## src/rtl/apid_pkg.sv

```systemverilog
`timescale 1ns / 1ps
// Shared types, constants and helpers for the altitude PID / quad motor mixer.
// No dependencies; used by every module in rtl/.
package apid_pkg;

  // Fixed-point format and queue sizing defaults
  localparam int FRAC_BITS_DEFAULT   = 16;
  localparam int QUEUE_DEPTH_DEFAULT = 4;
  localparam int CFG_INDEX_W         = 3;

  localparam logic signed [31:0] S32_MAX = 32'sh7FFF_FFFF;
  localparam logic signed [31:0] S32_MIN = 32'sh8000_0000;

  // Configuration register map
  typedef enum logic [CFG_INDEX_W-1:0] {
    REG_ALT_SETPOINT    = 3'd0,
    REG_PROPORTIONAL    = 3'd1,
    REG_INTEGRAL        = 3'd2,
    REG_DERIVATIVE      = 3'd3,
    REG_ROLL_GAIN       = 3'd4,
    REG_PITCH_GAIN      = 3'd5,
    REG_HOVER_THRUST    = 3'd6,
    REG_MOTOR_LIMIT     = 3'd7
  } cfg_reg_t;

  // Configuration register file contents
  typedef struct packed {
    logic signed [31:0] alt_setpoint;
    logic signed [31:0] proportional_gain;
    logic signed [31:0] integral_gain_dt;
    logic signed [31:0] derivative_gain_per_dt;
    logic signed [31:0] roll_gain;
    logic signed [31:0] pitch_gain;
    logic signed [31:0] hover_thrust;
    logic        [30:0] motor_limit;
  } cfg_t;

  // One sensor sample
  typedef struct packed {
    logic signed [31:0] altitude;
    logic signed [31:0] roll_angle;
    logic signed [31:0] pitch_angle;
    logic signed [31:0] roll_rate;
    logic signed [31:0] pitch_rate;
  } sample_t;

  // One result: motor commands plus PID internals
  typedef struct packed {
    logic signed [31:0] motor_front_left;
    logic signed [31:0] motor_front_right;
    logic signed [31:0] motor_rear_left;
    logic signed [31:0] motor_rear_right;
    logic signed [31:0] alt_error;
    logic signed [31:0] integral_out;
    logic signed [31:0] error_difference;
    logic signed [31:0] vertical_command;
  } result_t;

  // Front-to-back queue entry: PID terms done, attitude inputs clamped
  typedef struct packed {
    logic signed [31:0] err;
    logic signed [31:0] sum;
    logic signed [31:0] diff;
    logic signed [31:0] roll_clamp;
    logic signed [31:0] pitch_clamp;
    logic signed [31:0] roll_rate;
    logic signed [31:0] pitch_rate;
  } qent_t;

  // Saturate a 33-bit signed value to 32 bits
  function automatic logic signed [31:0] sat33(input logic signed [32:0] v);
    logic signed [31:0] r;
    if (v[32] != v[31]) begin
      r = v[32] ? S32_MIN : S32_MAX;
    end else begin
      r = v[31:0];
    end
    return r;
  endfunction

endpackage

```

## src/rtl/apid_queue.sv

```systemverilog
`timescale 1ns / 1ps
// Small FIFO between front end and back end.
// Depends on apid_pkg for the entry type.
module apid_queue #(
  parameter int DEPTH = apid_pkg::QUEUE_DEPTH_DEFAULT
) (
  input  logic            clk,
  input  logic            rst,
  input  logic            push,
  input  apid_pkg::qent_t push_data,
  output logic            full,
  input  logic            pop,
  output logic            head_valid,
  output apid_pkg::qent_t head_data
);

  localparam int PTR_W = (DEPTH > 1) ? $clog2(DEPTH) : 1;
  localparam int CNT_W = $clog2(DEPTH + 1);
  localparam logic [PTR_W-1:0] LAST = PTR_W'(DEPTH - 1);
  localparam logic [CNT_W-1:0] FULL_CNT = CNT_W'(DEPTH);

  apid_pkg::qent_t  mem [DEPTH];
  logic [PTR_W-1:0] wr_ptr;
  logic [PTR_W-1:0] rd_ptr;
  logic [CNT_W-1:0] count;

  assign full       = (count == FULL_CNT);
  assign head_valid = (count != '0);
  assign head_data  = mem[rd_ptr];

  // Storage
  always_ff @(posedge clk) begin
    if (push) begin
      mem[wr_ptr] <= push_data;
    end
  end

  // Pointers and fill count
  always_ff @(posedge clk) begin
    if (rst) begin
      wr_ptr <= '0;
      rd_ptr <= '0;
      count  <= '0;
    end else begin
      if (push) begin
        wr_ptr <= (wr_ptr == LAST) ? '0 : wr_ptr + 1'b1;
      end
      if (pop) begin
        rd_ptr <= (rd_ptr == LAST) ? '0 : rd_ptr + 1'b1;
      end
      if (push && !pop) begin
        count <= count + 1'b1;
      end else if (pop && !push) begin
        count <= count - 1'b1;
      end
    end
  end

endmodule

```

## config.mk

```make
export PLATFORM = sky130hd
export DESIGN_NAME = apid_queue
export DESIGN_NICKNAME = d
export VERILOG_FILES = /design/src/rtl/apid_pkg.sv /design/src/rtl/apid_queue.sv
export SDC_FILE = /design/constraint.sdc
export NUM_CORES = 1
export LEC_CHECK = 0
export BUFFER_PORTS_ARGS = -buffer_cell sky130_fd_sc_hd__buf_2
export CORE_AREA = 8 8 371 373
export CTS_CLUSTER_SIZE = 28
export DETAILED_ROUTE_END_ITERATION = 10
export DIE_AREA = 0 0 379 381
export GPL_ROUTABILITY_DRIVEN = 0
export GPL_TIMING_DRIVEN = 0
export PLACE_DENSITY = 0.41
export SLEW_MARGIN = 10
export SYNTH_ARGS = -nofsm -noshare
export SYNTH_HDL_FRONTEND = slang
export SYNTH_SLANG_ARGS = --single-unit
```

## constraint.sdc

```tcl
create_clock -name clk -period 8.12 [get_ports clk]
set_input_delay 0.406 -clock clk [delete_from_list [all_inputs] [get_ports clk]]
set_output_delay 0.406 -clock clk [all_outputs]
set_load 0.02 [all_outputs]
```

# After elaboration in Yosys (flattened, before gate mapping)
# Memory sizes are Yosys's and may differ from the RTL's. A register that Yosys moved wholly into a read port is not among the register bits.
# Index checks and enable logic that the tools add are counted.
word_totals:
  n_memories: 1
  ram_bits: 896
  elab_cells: 25
  register_bits: 7
  input_bits: 228
  out_inout_bits: 226
memory_table:
  columns: ["memory", "words", "width", "rd", "rd_ports_with_merged_regs", "write_ports", "line_no", "source"]
  rows:
  - ["mem", 4, 224, 1, 1, 1, "apid_queue.sv:22", "apid_pkg::qent_t mem [DEPTH];"]
op_classes:
  addsub: 4
  n_reduce_logical: 6
  mux: 8
  eq_ne: 3
ops:
  columns: ["cell", "count"]
  rows:
  - ["two-way mux 2 bit", 4]
  - ["two-way mux 3 bit", 2]
  - ["adder 2 x 1 -> 2 bit (second input constant)", 2]
  - ["== test 2 bit (second input constant)", 2]
  - ["adder 3 x 1 -> 3 bit (second input constant)", 1]
  - ["== test 3 bit (second input constant)", 1]
  - ["nonzero test 3 bit", 1]
  - ["subtractor 3 x 1 -> 3 bit (second input constant)", 1]
  - ["logical AND 1 bit", 2]
  - ["zero test 1 bit", 2]
  - ["two-way mux 1 bit", 2]
  - ["nonzero test 2 bit", 1]

# Longest topological paths before layout
depth:
  depth_word: 4
  depth_mapped: 7
  depth_no_buf: 7

# Worst setup path before layout
# OpenSTA, ideal clock, no wires.
synth_path:
  path_type: "register -> register"
  start: "reg wr_ptr[0]"
  end: "mem mem[0][0] (netlist name), enable pin"
  arrival_ns: 5.628
  period_less_slack_ns: 6.240
  path_stages_with_launch: 4
  required_ns: 7.508
  path_buffers: 0
  slack_ns: 1.880
  path_cell_list: "dfxtp_1 > inv_1 > ha_1 > and2_1"
synth_lines:
  columns: ["element", "line_no", "source"]
  rows:
  - ["start: declaration", "apid_queue.sv:23", "logic [PTR_W-1:0] wr_ptr;"]
  - ["start signal: assignment", "apid_queue.sv:46", "wr_ptr <= (wr_ptr == LAST) ? '0 : wr_ptr + 1'b1;"]
  - ["end: declaration", "apid_queue.sv:22", null]
# No word-level cell before the write port.

==> results by group <==
Outcome
  • Run status: finished, final reports clean

Logic synthesis
  • #FFs+latches synth: 905
  • Sequential share of the synthesized area: 82.7%
  • Synth top area share: 82.1%
  • Synth async-reset ratio: 0%
  • Area leader, netlist: edfxtp_1
  • Mux share of post-synthesis cell area: 15.5%
  • Post-synth EDFFs: 896
  • Cell variety after synth: 17
  • Most common library cells after synthesis: edfxtp_1, mux4_2, buf_2
  • Net Count, Synth: 1449
  • Cell Area, Synth: 0.0328 mm²
  • Compound-gate portion of the synthesized area: 0.0458%
  • Xor/xnor share of the synthesized area: 0.0535%
  • Synthesis Warnings: 0
  • Avg Inst Size Synth: 27.0 µm²
  • Main combinational cell family by area after synthesis: multiplexers
  • Synth Area in Simple Gates: 0.241%
  • Synth area leaders: edfxtp_1, mux4_2, buf_6
  • Adder-Cell Fraction of Synth Area: 0.290%
  • Count leader, synth: edfxtp_1
  • Top_reg_cell synth: edfxtp_1
  • Mapped Cells: 1214

Routing
  • DRC viols: 0
  • Initial DRC Count: 818
  • Routed vias: 15800
  • Router iterations before antenna repair: 4
  • Vias per std cell: 4.08
  • WL per Instance: 21.3 µm
  • Post-route ant nets: 0
  • Routed Wire Length: 82.7 mm

Global route
  • Tot GR Track Use: 11.2%
  • Global-route wire length before repair: 120 mm
  • Largest net degree at the start of global routing: 45
  • Grt ovf: 0
  • Antenna violations before repair: 16
  • Vias in the first global route: 17700

Floorplan
  • I/O pins: 454
  • Die Y: 381 µm
  • Core box area: 0.132 mm²
  • Die area: 0.144 mm²
  • Die X: 379 µm
  • Initial Util: 24.8%
  • Row count: 134

Critical path
  • End of the critical path: head_data[96]
  • Worst reg-to-reg path cell count: 6
  • Reg2reg start: wr_ptr[0]
  • Slowest Stage Delay on Critical Path: 0.84 ns
  • Arrival @ worst endpoint: 3.37 ns
  • Worst Path Required: 7.71 ns
  • Flop2flop setup slack: 5.60 ns
  • Crit path capture type: output pin
  • Worst setup SP type: register
  • Buffer and inverter count on the worst path: 4
  • RR Endpoint: mem[0][204]
  • CP Depth: 5
  • Critical path, cell by cell: buf_2 -> clkbuf_1 -> buf_2 -> mux4_2 -> buf_2
  • Worst Setup Path Type: reg -> out
  • CP top delay family: buffers and inverters
  • CP most frequent cell: buf_2
  • Crit path max fanout: 10
  • Slowest stage cell, crit path: clkbuf_1

Finish
  • Area Growth Syn to Fin: 32.3%
  • Fin nets: 2252
  • Filler cells: 12700
  • Share of post-route cells with drive strength above 1: 42.3%

STA
  • Max Freq: 0.265 GHz
  • Post-route clock skew: 0.0254 ns
  • Post-route minimum period: 3.78 ns
  • Relative slew slack: 28.7%
  • Final period util: 46.5%
  • Setup-failing EPs final: 0
  • Final setup TNS: 0 ns
  • Fin. Hold Viols: 0
  • RSZ-0062 raised after global routing: false
  • Slew @ Worst Pin: 1.07 ns
  • Slew Viols, Final: 0

CTS
  • CTS tree: done
  • H-Tree Depth: 3
  • Max clock buf depth: 3
  • Clk root buf: clkbuf_16
  • CTS clk-pin slew, worst paths: 0.06 ns
  • Cts repair resizes: 0
  • Clock Latency Late Sink: 0.68 ns
  • Hold buffers post-CTS: 226
  • Num CTS Buffers: 102
  • Setup Buffers After CTS: 0
  • Clk sinks: 905

Place
  • Buffers on Ports: 453
  • Final HPWL DP: 55.6 mm

Hold path
  • Hold WC Path Type: in -> reg

Pwr
  • Max VDD drop: 0.160 mV
  • P_leak: 14.5 nW
  • PD cells: 254 mW/mm²
  • Overall Power: 0.0110 W

Run
  • Max cap viols: 0
## area by class of cell
class                   instances  area, µm²  area share, %
clock inverters                69        639           1.48
flip-flops and latches        905      27100           62.5
clock buffers                 119       2620           6.04
multi-input cells             255       5300           12.2
inverters                       4       15.0         0.0347
plain buffers                  50        360          0.832
diodes                         11       27.5         0.0635
well taps                    1768       2210           5.11
repair buffers                699       5070           11.7
## state kept, by name (all words and copies together), names as in the netlist, named ones only
| register | flops |
|---|---|
| mem | 896 |
| count | 3 |
| rd_ptr | 2 |
| wr_ptr | 2 |
## layer usage
layer  part of all wire [%]  vias up  track usage, %
li1                       -     6937               -
met1                     42     8326            13.9
met2                     48      445            18.5
met3                    7.8      122            3.86
met4                    2.3        4            3.54
met5                  0.035        -               0
## layout by cell type, fill, tap and decap left out, drive strengths merged, types with 7 or more instances in the layout
cell type / n
clkbuf: 126
buf: 516
mux4: 224
edfxtp: 896
bufinv: 11
inv: 7
dlygate4sd3: 226
diode: 11
dfxtp: 9
clkinv: 51
nor2: 7
## kinds of logic (layout without fill, tap and decap cells)
kind of cell,after synthesis,in the layout
flops,905,905
mux,228,228
buf+inv,54,941
simple gates,15,15
fa+ha+maj,7,7
compound gates,3,3
xor+xnor,2,2
other cells,0,11
## through the flow
step / setup WS [ns] / area (µm²) / hold slack, ns / std cells / utilization [%]
after floorplan: 1.88 / 32800 / 0.455 / 1214 / -
after global placement: -3.65 / 37200 / 0.501 / 3435 / 28.2
after detailed placement: 4.81 / 37800 / 0.506 / 3455 / 28.6
after CTS: 4.00 / 43300 / 0.0401 / 3869 / 32.8
after global routing: 4.07 / 43300 / 0.109 / 3876 / 32.8
final: 4.34 / 43300 / 0.122 / 3880 / 32.8
## how the worst min path moves through the flow
stage                            to  cells past startpoint      from  slack, ns
after floorplan            count[2]                      2  count[2]       0.46
after global placement     count[2]                      2  count[2]       0.50
after detailed placement   count[2]                      2  count[2]       0.51
after CTS                 wr_ptr[1]                      3      push       0.04
after global routing      wr_ptr[1]                      3      push       0.11
final                     wr_ptr[1]                      3      push       0.12
## report_power, final
part / total [W] / internal, W / switching, W
sequential: 0.00540 / 0.00536 / 0.0000397
clock: 0.00446 / 0.00265 / 0.00181
combinational: 0.00116 / 0.000478 / 0.000686
total: 0.0110 / 0.00848 / 0.00254
## worst register-to-register path, cell delays in order (launching register included)
cell     delay, ns
dfxtp_1       0.35
inv_1         0.09
ha_1          0.16
and2_4        0.61
buf_16        0.31
buf_16        0.30
buf_12        0.33
(Power assumes the default switching activity.)
