--- config.mk ---
export PLATFORM = sky130hd
export DESIGN_NAME = apid_front
export DESIGN_NICKNAME = d
export VERILOG_FILES = /design/src/rtl/apid_pkg.sv /design/src/rtl/apid_front.sv
export SDC_FILE = /design/constraint.sdc
export NUM_CORES = 1
export LEC_CHECK = 0
export BUFFER_PORTS_ARGS = -buffer_cell sky130_fd_sc_hd__buf_4
export CAP_MARGIN = 20
export CORE_AREA = 2 2 251 253
export DETAILED_ROUTE_END_ITERATION = 16
export DIE_AREA = 0 0 253 255
export PLACE_DENSITY = 0.48
export SETUP_SLACK_MARGIN = 0.15
export SKIP_LAST_GASP = 1
export SYNTH_ARGS = -nofsm -noshare
export SYNTH_HDL_FRONTEND = slang
export SYNTH_SLANG_ARGS = --single-unit
--- constraint.sdc ---
create_clock -name clk -period 9.6 [get_ports clk]
set_input_delay 0.48 -clock clk [delete_from_list [all_inputs] [get_ports clk]]
set_output_delay 0.48 -clock clk [all_outputs]
set_load 0.05 [all_outputs]
--- src/rtl/apid_pkg.sv ---
`timescale 1ns / 1ps
// Shared types, constants and helpers for the altitude PID / quad motor mixer.
// No dependencies; used by every module in rtl/.
package apid_pkg;

  // Fixed-point format and queue sizing defaults
  localparam int FRAC_BITS_DEFAULT   = 16;
  localparam int QUEUE_DEPTH_DEFAULT = 4;
  localparam int CFG_INDEX_W         = 3;

  localparam logic signed [31:0] S32_MAX = 32'sh7FFF_FFFF;
  localparam logic signed [31:0] S32_MIN = 32'sh8000_0000;

  // Configuration register map
  typedef enum logic [CFG_INDEX_W-1:0] {
    REG_ALT_SETPOINT    = 3'd0,
    REG_PROPORTIONAL    = 3'd1,
    REG_INTEGRAL        = 3'd2,
    REG_DERIVATIVE      = 3'd3,
    REG_ROLL_GAIN       = 3'd4,
    REG_PITCH_GAIN      = 3'd5,
    REG_HOVER_THRUST    = 3'd6,
    REG_MOTOR_LIMIT     = 3'd7
  } cfg_reg_t;

  // Configuration register file contents
  typedef struct packed {
    logic signed [31:0] alt_setpoint;
    logic signed [31:0] proportional_gain;
    logic signed [31:0] integral_gain_dt;
    logic signed [31:0] derivative_gain_per_dt;
    logic signed [31:0] roll_gain;
    logic signed [31:0] pitch_gain;
    logic signed [31:0] hover_thrust;
    logic        [30:0] motor_limit;
  } cfg_t;

  // One sensor sample
  typedef struct packed {
    logic signed [31:0] altitude;
    logic signed [31:0] roll_angle;
    logic signed [31:0] pitch_angle;
    logic signed [31:0] roll_rate;
    logic signed [31:0] pitch_rate;
  } sample_t;

  // One result: motor commands plus PID internals
  typedef struct packed {
    logic signed [31:0] motor_front_left;
    logic signed [31:0] motor_front_right;
    logic signed [31:0] motor_rear_left;
    logic signed [31:0] motor_rear_right;
    logic signed [31:0] alt_error;
    logic signed [31:0] integral_out;
    logic signed [31:0] error_difference;
    logic signed [31:0] vertical_command;
  } result_t;

  // Front-to-back queue entry: PID terms done, attitude inputs clamped
  typedef struct packed {
    logic signed [31:0] err;
    logic signed [31:0] sum;
    logic signed [31:0] diff;
    logic signed [31:0] roll_clamp;
    logic signed [31:0] pitch_clamp;
    logic signed [31:0] roll_rate;
    logic signed [31:0] pitch_rate;
  } qent_t;

  // Saturate a 33-bit signed value to 32 bits
  function automatic logic signed [31:0] sat33(input logic signed [32:0] v);
    logic signed [31:0] r;
    if (v[32] != v[31]) begin
      r = v[32] ? S32_MIN : S32_MAX;
    end else begin
      r = v[31:0];
    end
    return r;
  endfunction

endpackage

--- src/rtl/apid_front.sv ---
`timescale 1ns / 1ps
// Front end: takes sensor samples, forms error, saturated integral and
// error difference, clamps attitude angles. Depends on apid_pkg.
module apid_front #(
  parameter int FRAC_BITS = apid_pkg::FRAC_BITS_DEFAULT
) (
  input  logic             clk,
  input  logic             rst,
  input  logic             sample_valid,
  output logic             sample_stall,
  input  apid_pkg::sample_t sample,
  input  apid_pkg::cfg_t   cfg,
  input  logic             q_full,
  output logic             push,
  output apid_pkg::qent_t  push_data
);

  localparam logic signed [31:0] ONE     = 32'sd1 <<< FRAC_BITS;
  localparam logic signed [31:0] NEG_ONE = -ONE;

  // Capture stage
  logic               cap_valid;
  logic signed [31:0] cap_err;
  logic signed [31:0] cap_roll;
  logic signed [31:0] cap_pitch;
  logic signed [31:0] cap_roll_rate;
  logic signed [31:0] cap_pitch_rate;

  // Loop state
  logic signed [31:0] integral_sum;
  logic signed [31:0] previous_error;

  logic               accept;
  logic signed [31:0] err_next;
  logic signed [31:0] roll_next;
  logic signed [31:0] pitch_next;
  logic signed [31:0] sum_next;
  logic signed [31:0] diff_next;

  assign sample_stall = cap_valid && q_full;
  assign accept       = sample_valid && !sample_stall;
  assign push         = cap_valid && !q_full;

  // Error and attitude clamps on the incoming sample
  always_comb begin
    err_next = apid_pkg::sat33($signed({cfg.alt_setpoint[31], cfg.alt_setpoint})
                             - $signed({sample.altitude[31], sample.altitude}));
    if (sample.roll_angle > ONE) begin
      roll_next = ONE;
    end else if (sample.roll_angle < NEG_ONE) begin
      roll_next = NEG_ONE;
    end else begin
      roll_next = sample.roll_angle;
    end
    if (sample.pitch_angle > ONE) begin
      pitch_next = ONE;
    end else if (sample.pitch_angle < NEG_ONE) begin
      pitch_next = NEG_ONE;
    end else begin
      pitch_next = sample.pitch_angle;
    end
  end

  // Integral and difference against loop state
  always_comb begin
    sum_next  = apid_pkg::sat33($signed({integral_sum[31], integral_sum})
                              + $signed({cap_err[31], cap_err}));
    diff_next = apid_pkg::sat33($signed({cap_err[31], cap_err})
                              - $signed({previous_error[31], previous_error}));
    push_data.err         = cap_err;
    push_data.sum         = sum_next;
    push_data.diff        = diff_next;
    push_data.roll_clamp  = cap_roll;
    push_data.pitch_clamp = cap_pitch;
    push_data.roll_rate   = cap_roll_rate;
    push_data.pitch_rate  = cap_pitch_rate;
  end

  // Capture stage control
  always_ff @(posedge clk) begin
    if (rst) begin
      cap_valid <= 1'b0;
    end else if (accept) begin
      cap_valid <= 1'b1;
    end else if (push) begin
      cap_valid <= 1'b0;
    end
  end

  always_ff @(posedge clk) begin
    if (accept) begin
      cap_err        <= err_next;
      cap_roll       <= roll_next;
      cap_pitch      <= pitch_next;
      cap_roll_rate  <= sample.roll_rate;
      cap_pitch_rate <= sample.pitch_rate;
    end
  end

  // Loop state advances once per transfer into the queue
  always_ff @(posedge clk) begin
    if (rst) begin
      integral_sum   <= '0;
      previous_error <= '0;
    end else if (push) begin
      integral_sum   <= sum_next;
      previous_error <= cap_err;
    end
  end

endmodule

---- Yosys cells after proc, flatten, opt, wreduce, memory -nomap -nowiden ----
Cells that the tools add are included.
storage, ports and cells
  logic and storage cells ................. 38
  input bits .............................. 419
  bits in registers ....................... 225
  output and inout bits ................... 226
cells by class
  add/sub/neg operators ................... 3
  $lt $le $gt $ge ......................... 4
  eq/ne operators ......................... 3
  reductions and logical operators ........ 8
  multiplexer cells ....................... 10
operators with widths
  operator              number
  $mux 32               8
  $sub 32x32->33        2
  $gt 32x18->1 const B  2
  $lt 32x17->1 const B  2
  $add 32x32->33        1
  $reduce_or 2->1       2
  $logic_and 1x1->1     3
  $ne 1x1->1            3
  $logic_not 1->1       2
  $mux 1                2
  $reduce_bool 2->1     1

---- Longest topological paths before layout ----
  depth after elaboration ................. 4
  depth in mapped cells ................... 15
  depth with buffers taken out ............ 14

---- Worst setup path before layout ----
OpenSTA, ideal clock, no wires.
  path kind ............................... input -> register
  from .................................... input q_full
  to ...................................... register cap_err[0] (enable)
  setup time .............................. 0.697 ns
  setup slack ............................. 1.023 ns
  path buffers ............................ 0
  stages .................................. 2
  arrival ................................. 7.880 ns
  path through ............................ and2_1 -> nor2b_1
on the way
  longest elaborated chain between the ends .. 3
RTL lines
  element                 RTL line          text
  start: declaration      apid_front.sv:13  input logic q_full,
  $logic_and 1x1->1       apid_front.sv:40  assign sample_stall = cap_valid && q_full;
  $logic_not 1->1         apid_front.sv:41  assign accept = sample_valid && !sample_stall;
  $logic_and 1x1->1       apid_front.sv:41
  net accept              apid_front.sv:33  logic accept;
  end signal: assignment  apid_front.sv:92  cap_err <= err_next;
  end: declaration        apid_front.sv:23  logic signed [31:0] cap_err;
The timed path passes the listed nets, and every way through them passes these cells.
A chain may end at the register's enable or synchronous reset.

==> results.py <==
metrics = {
    "status": {
        "status": "completed",
    },
    "timing": {
        "fin_setup_tns_ns": 0,
        "rsz0062_at_grt": "no",
        "min_period_ns": 5.44,
        "worst-slew-pin-transition_ns": 1.09,
        "post-route-period-util_pct": 56.7,
        "hold_violations": 0,
        "max_slew_margin_pct": 27.5,
        "finalSetupViolCount": 0,
        "clock-skew-final_ns": 0.0230,
        "drv_slew": 0,
        "timing.fmax_mhz": 184,
    },
    "worst_setup_path": {
        "rr_worst_depth": 11,
        "reg2reg_from": "cap_err[16]",
        "end_kind": "primary output",
        "crit_type": "flip-flop to primary output",
        "r2r_slack_ns": 5.01,
        "crit_start": "cap_err[0]",
        "path_max_fanout": 26,
        "reg2reg_to": "integral_sum[29]",
        "critPathLaunchType": "flip-flop",
        "cp-endpoint": "push_data[131]",
        "worstPathRequired_ns": 9.12,
        "worstPathArrival_ns": 4.96,
    },
    "layout": {
        "nets": 2317,
        "fillers": 6538,
        "multi_input_area_um2": 6960,
        "final_util_pct": 30.0,
        "final_common_cell": "buf_4",
        "regArea_um2": 6110,
        "areaGrowthSynthToFinish_pct": 36.6,
        "final_cell_mix": "buf_4, edfxtp_1, nand2_1",
        "drive_above_1_share_pct": 29.1,
    },
    "placed_design": {
        "place_congestion": 0.873,
        "port_buffers": 421,
        "place_hpwl_mm": 42.6,
    },
    "global_routing": {
        "grt_pass1_wl_mm": 75.9,
        "grt_overflow_total": 0,
        "track_usage_pct": 15.6,
        "antenna_found_initial": 17,
        "grt_pass1_vias": 12100,
        "grt_max_degree": 161,
    },
    "hold_path": {
        "hold_path.class": "input pin to flip-flop",
    },
    "synthesis": {
        "ys_types": 77,
        "yosysSeqAreaShare_pct": 44.7,
        "async_flop_share_pct": 0,
        "yosys_register_bits": 225,
        "yosysWarnings": 0,
        "ys.flop_type": "edfxtp_1",
        "synth_edf_count": 160,
        "netlist_area_um2": 13700,
        "synth_cells": 1391,
        "syn_avg_cell_area_um2": 9.82,
        "synth_nets": 1911,
    },
    "pwr": {
        "power_leakage_nw": 7.73,
        "ir_worst_vdd_mv": 0.144,
        "power_density_nw_per_um2": 226,
    },
    "clock_network": {
        "insertion_delay_ns": 0.58,
        "cts_sinks": 225,
        "cts_buffers": 28,
        "cts_setup_buffers": 0,
        "ctsRootBufferMaster": "clkbuf_16",
        "clockBufferDepth": 3,
        "h-tree-depth": 1,
        "ctsHoldBuffers": 0,
        "tritoncts": "yes",
        "clkTransAtPathRegs_ns": 0.06,
        "cts_resized": 0,
    },
    "routing": {
        "wl_per_cell_um": 20.1,
        "ant_nets": 0,
        "avgViaCountPerCell": 4.58,
        "dr.pass1.iters": 5,
        "dr.first_iter.drc_count": 595,
        "drt_wl_total_mm": 52.8,
        "vias": 12000,
        "drc_errors": 0,
    },
    "flow_run": {
        "maxCapViolations": 0,
    },
    "die": {
        "rows": 92,
        "die_h_um": 255,
        "die_area_um2": 64500,
        "io_pins": 645,
        "die_w_um": 253,
        "start_util_pct": 22.0,
        "core_um2": 62200,
    },
}
[synthesized netlist by cell type, types with 17 or more instances]
| master | instances | area (um2) |
|---|---|---|
| a211oi_2 | 31 | 388 |
| a21o_1 | 40 | 300 |
| a21oi_1 | 129 | 646 |
| and2_1 | 38 | 238 |
| clkbuf_1 | 38 | 143 |
| dfxtp_1 | 65 | 1300 |
| edfxtp_1 | 160 | 4800 |
| ha_1 | 98 | 1230 |
| inv_1 | 92 | 345 |
| nand2_1 | 158 | 593 |
| nand4_1 | 23 | 144 |
| nor2_1 | 73 | 274 |
| nor2b_1 | 17 | 106 |
| o21a_1 | 40 | 300 |
| o21ai_0 | 47 | 235 |
| o21ai_1 | 49 | 245 |
| xnor2_1 | 46 | 403 |
| xor2_1 | 29 | 254 |
[how the worst min path moves through the flow]
stage	startpoint	depth (start not counted)	end	slack [ns]
2_1_floorplan	previous_error[10]	2	previous_error[10]	0.44
3_3_place_gp	previous_error[8]	2	previous_error[8]	0.44
3_5_place_dp	previous_error[3]	2	previous_error[3]	0.45
4_1_cts	sample[42]	1	cap_roll_rate[10]	0.03
5_1_grt	sample[57]	1	cap_roll_rate[25]	0.03
6_report	sample[28]	1	cap_pitch_rate[28]	0.07
[where the power goes]
group | total [mW] | switching (mW) | internal, mW
combinational | 1.90 | 1.30 | 0.600
sequential | 1.20 | 0.0710 | 1.13
clock | 1.11 | 0.441 | 0.664
[worst max-delay path, cell delays in order, from the launching register on]
cell and delay, ns:
edfxtp_1 0.52, inv_1 0.10, ha_1 0.18, inv_1 0.06, fa_1 0.43, a211oi_1 0.31, o21ai_1 0.18, a221oi_2 0.40
o221ai_1 0.25, a211oi_2 0.36, a31oi_1 0.19, nand2_1 0.12, a32oi_2 0.27, nor2_4 0.58, o21ai_1 0.21, buf_4 0.23
[routing by layer]
| metal | vias to the layer above | GRT usage [%] | part of all wire, % |
|---|---|---|---|
| li1 | 5904 | - | - |
| met1 | 5606 | 18.7 | 41 |
| met2 | 413 | 25.5 | 45 |
| met3 | 70 | 7.06 | 11 |
| met4 | 14 | 4.09 | 2.3 |
| met5 | - | 0 | 0.17 |
[state kept, by name, summed over array words and instances (netlist names)]
signal	cells
previous_error	32
cap_roll_rate	32
integral_sum	32
cap_pitch_rate	32
cap_valid	1
cap_err	32
cap_pitch	32
cap_roll	32
[per-stage QoR]
stage | instance area, um2 | hold slack, ns | setup WS, ns | power [mW] | instances
global route | 18600 | 0.0339 | 3.65 | 4.42 | 2618
floorplan | 13700 | 0.436 | 1.02 | 2.52 | 1391
finish | 18600 | 0.0699 | 4.16 | 4.21 | 2624
detailed placement | 17700 | 0.449 | 4.40 | 3.14 | 2566
global placement | 17600 | 0.444 | 4.42 | 3.13 | 2565
CTS | 18600 | 0.0293 | 4.07 | 4.27 | 2617
[cells by family (layout without fill, tap and decap cells)]
logic type / count (synthesis) / in the layout / share of synthesized area [%]
AO/OA/AOI/OAI: 430 / 430 / 21.4
AND/OR/NAND/NOR: 397 / 397 / 13.9
flip-flops: 225 / 225 / 44.7
buffers and inverters: 146 / 573 / 4.41
adder cells (fa/ha/maj): 114 / 114 / 10.4
XOR/XNOR: 76 / 76 / 4.93
multiplexers: 3 / 3 / 0.293
other: 0 / 7 / 0
[layout make-up]
class,count,share of cell area [%]
clock buffer,45,5.01
clock inverter,6,0.228
multi-input combinational,1020,37.3
inverter,92,1.85
timing repair buffer,430,17.4
antenna,7,0.0939
tap,799,5.36
sequential,225,32.7
No activity file was read; power rests on OpenSTA's default activity.
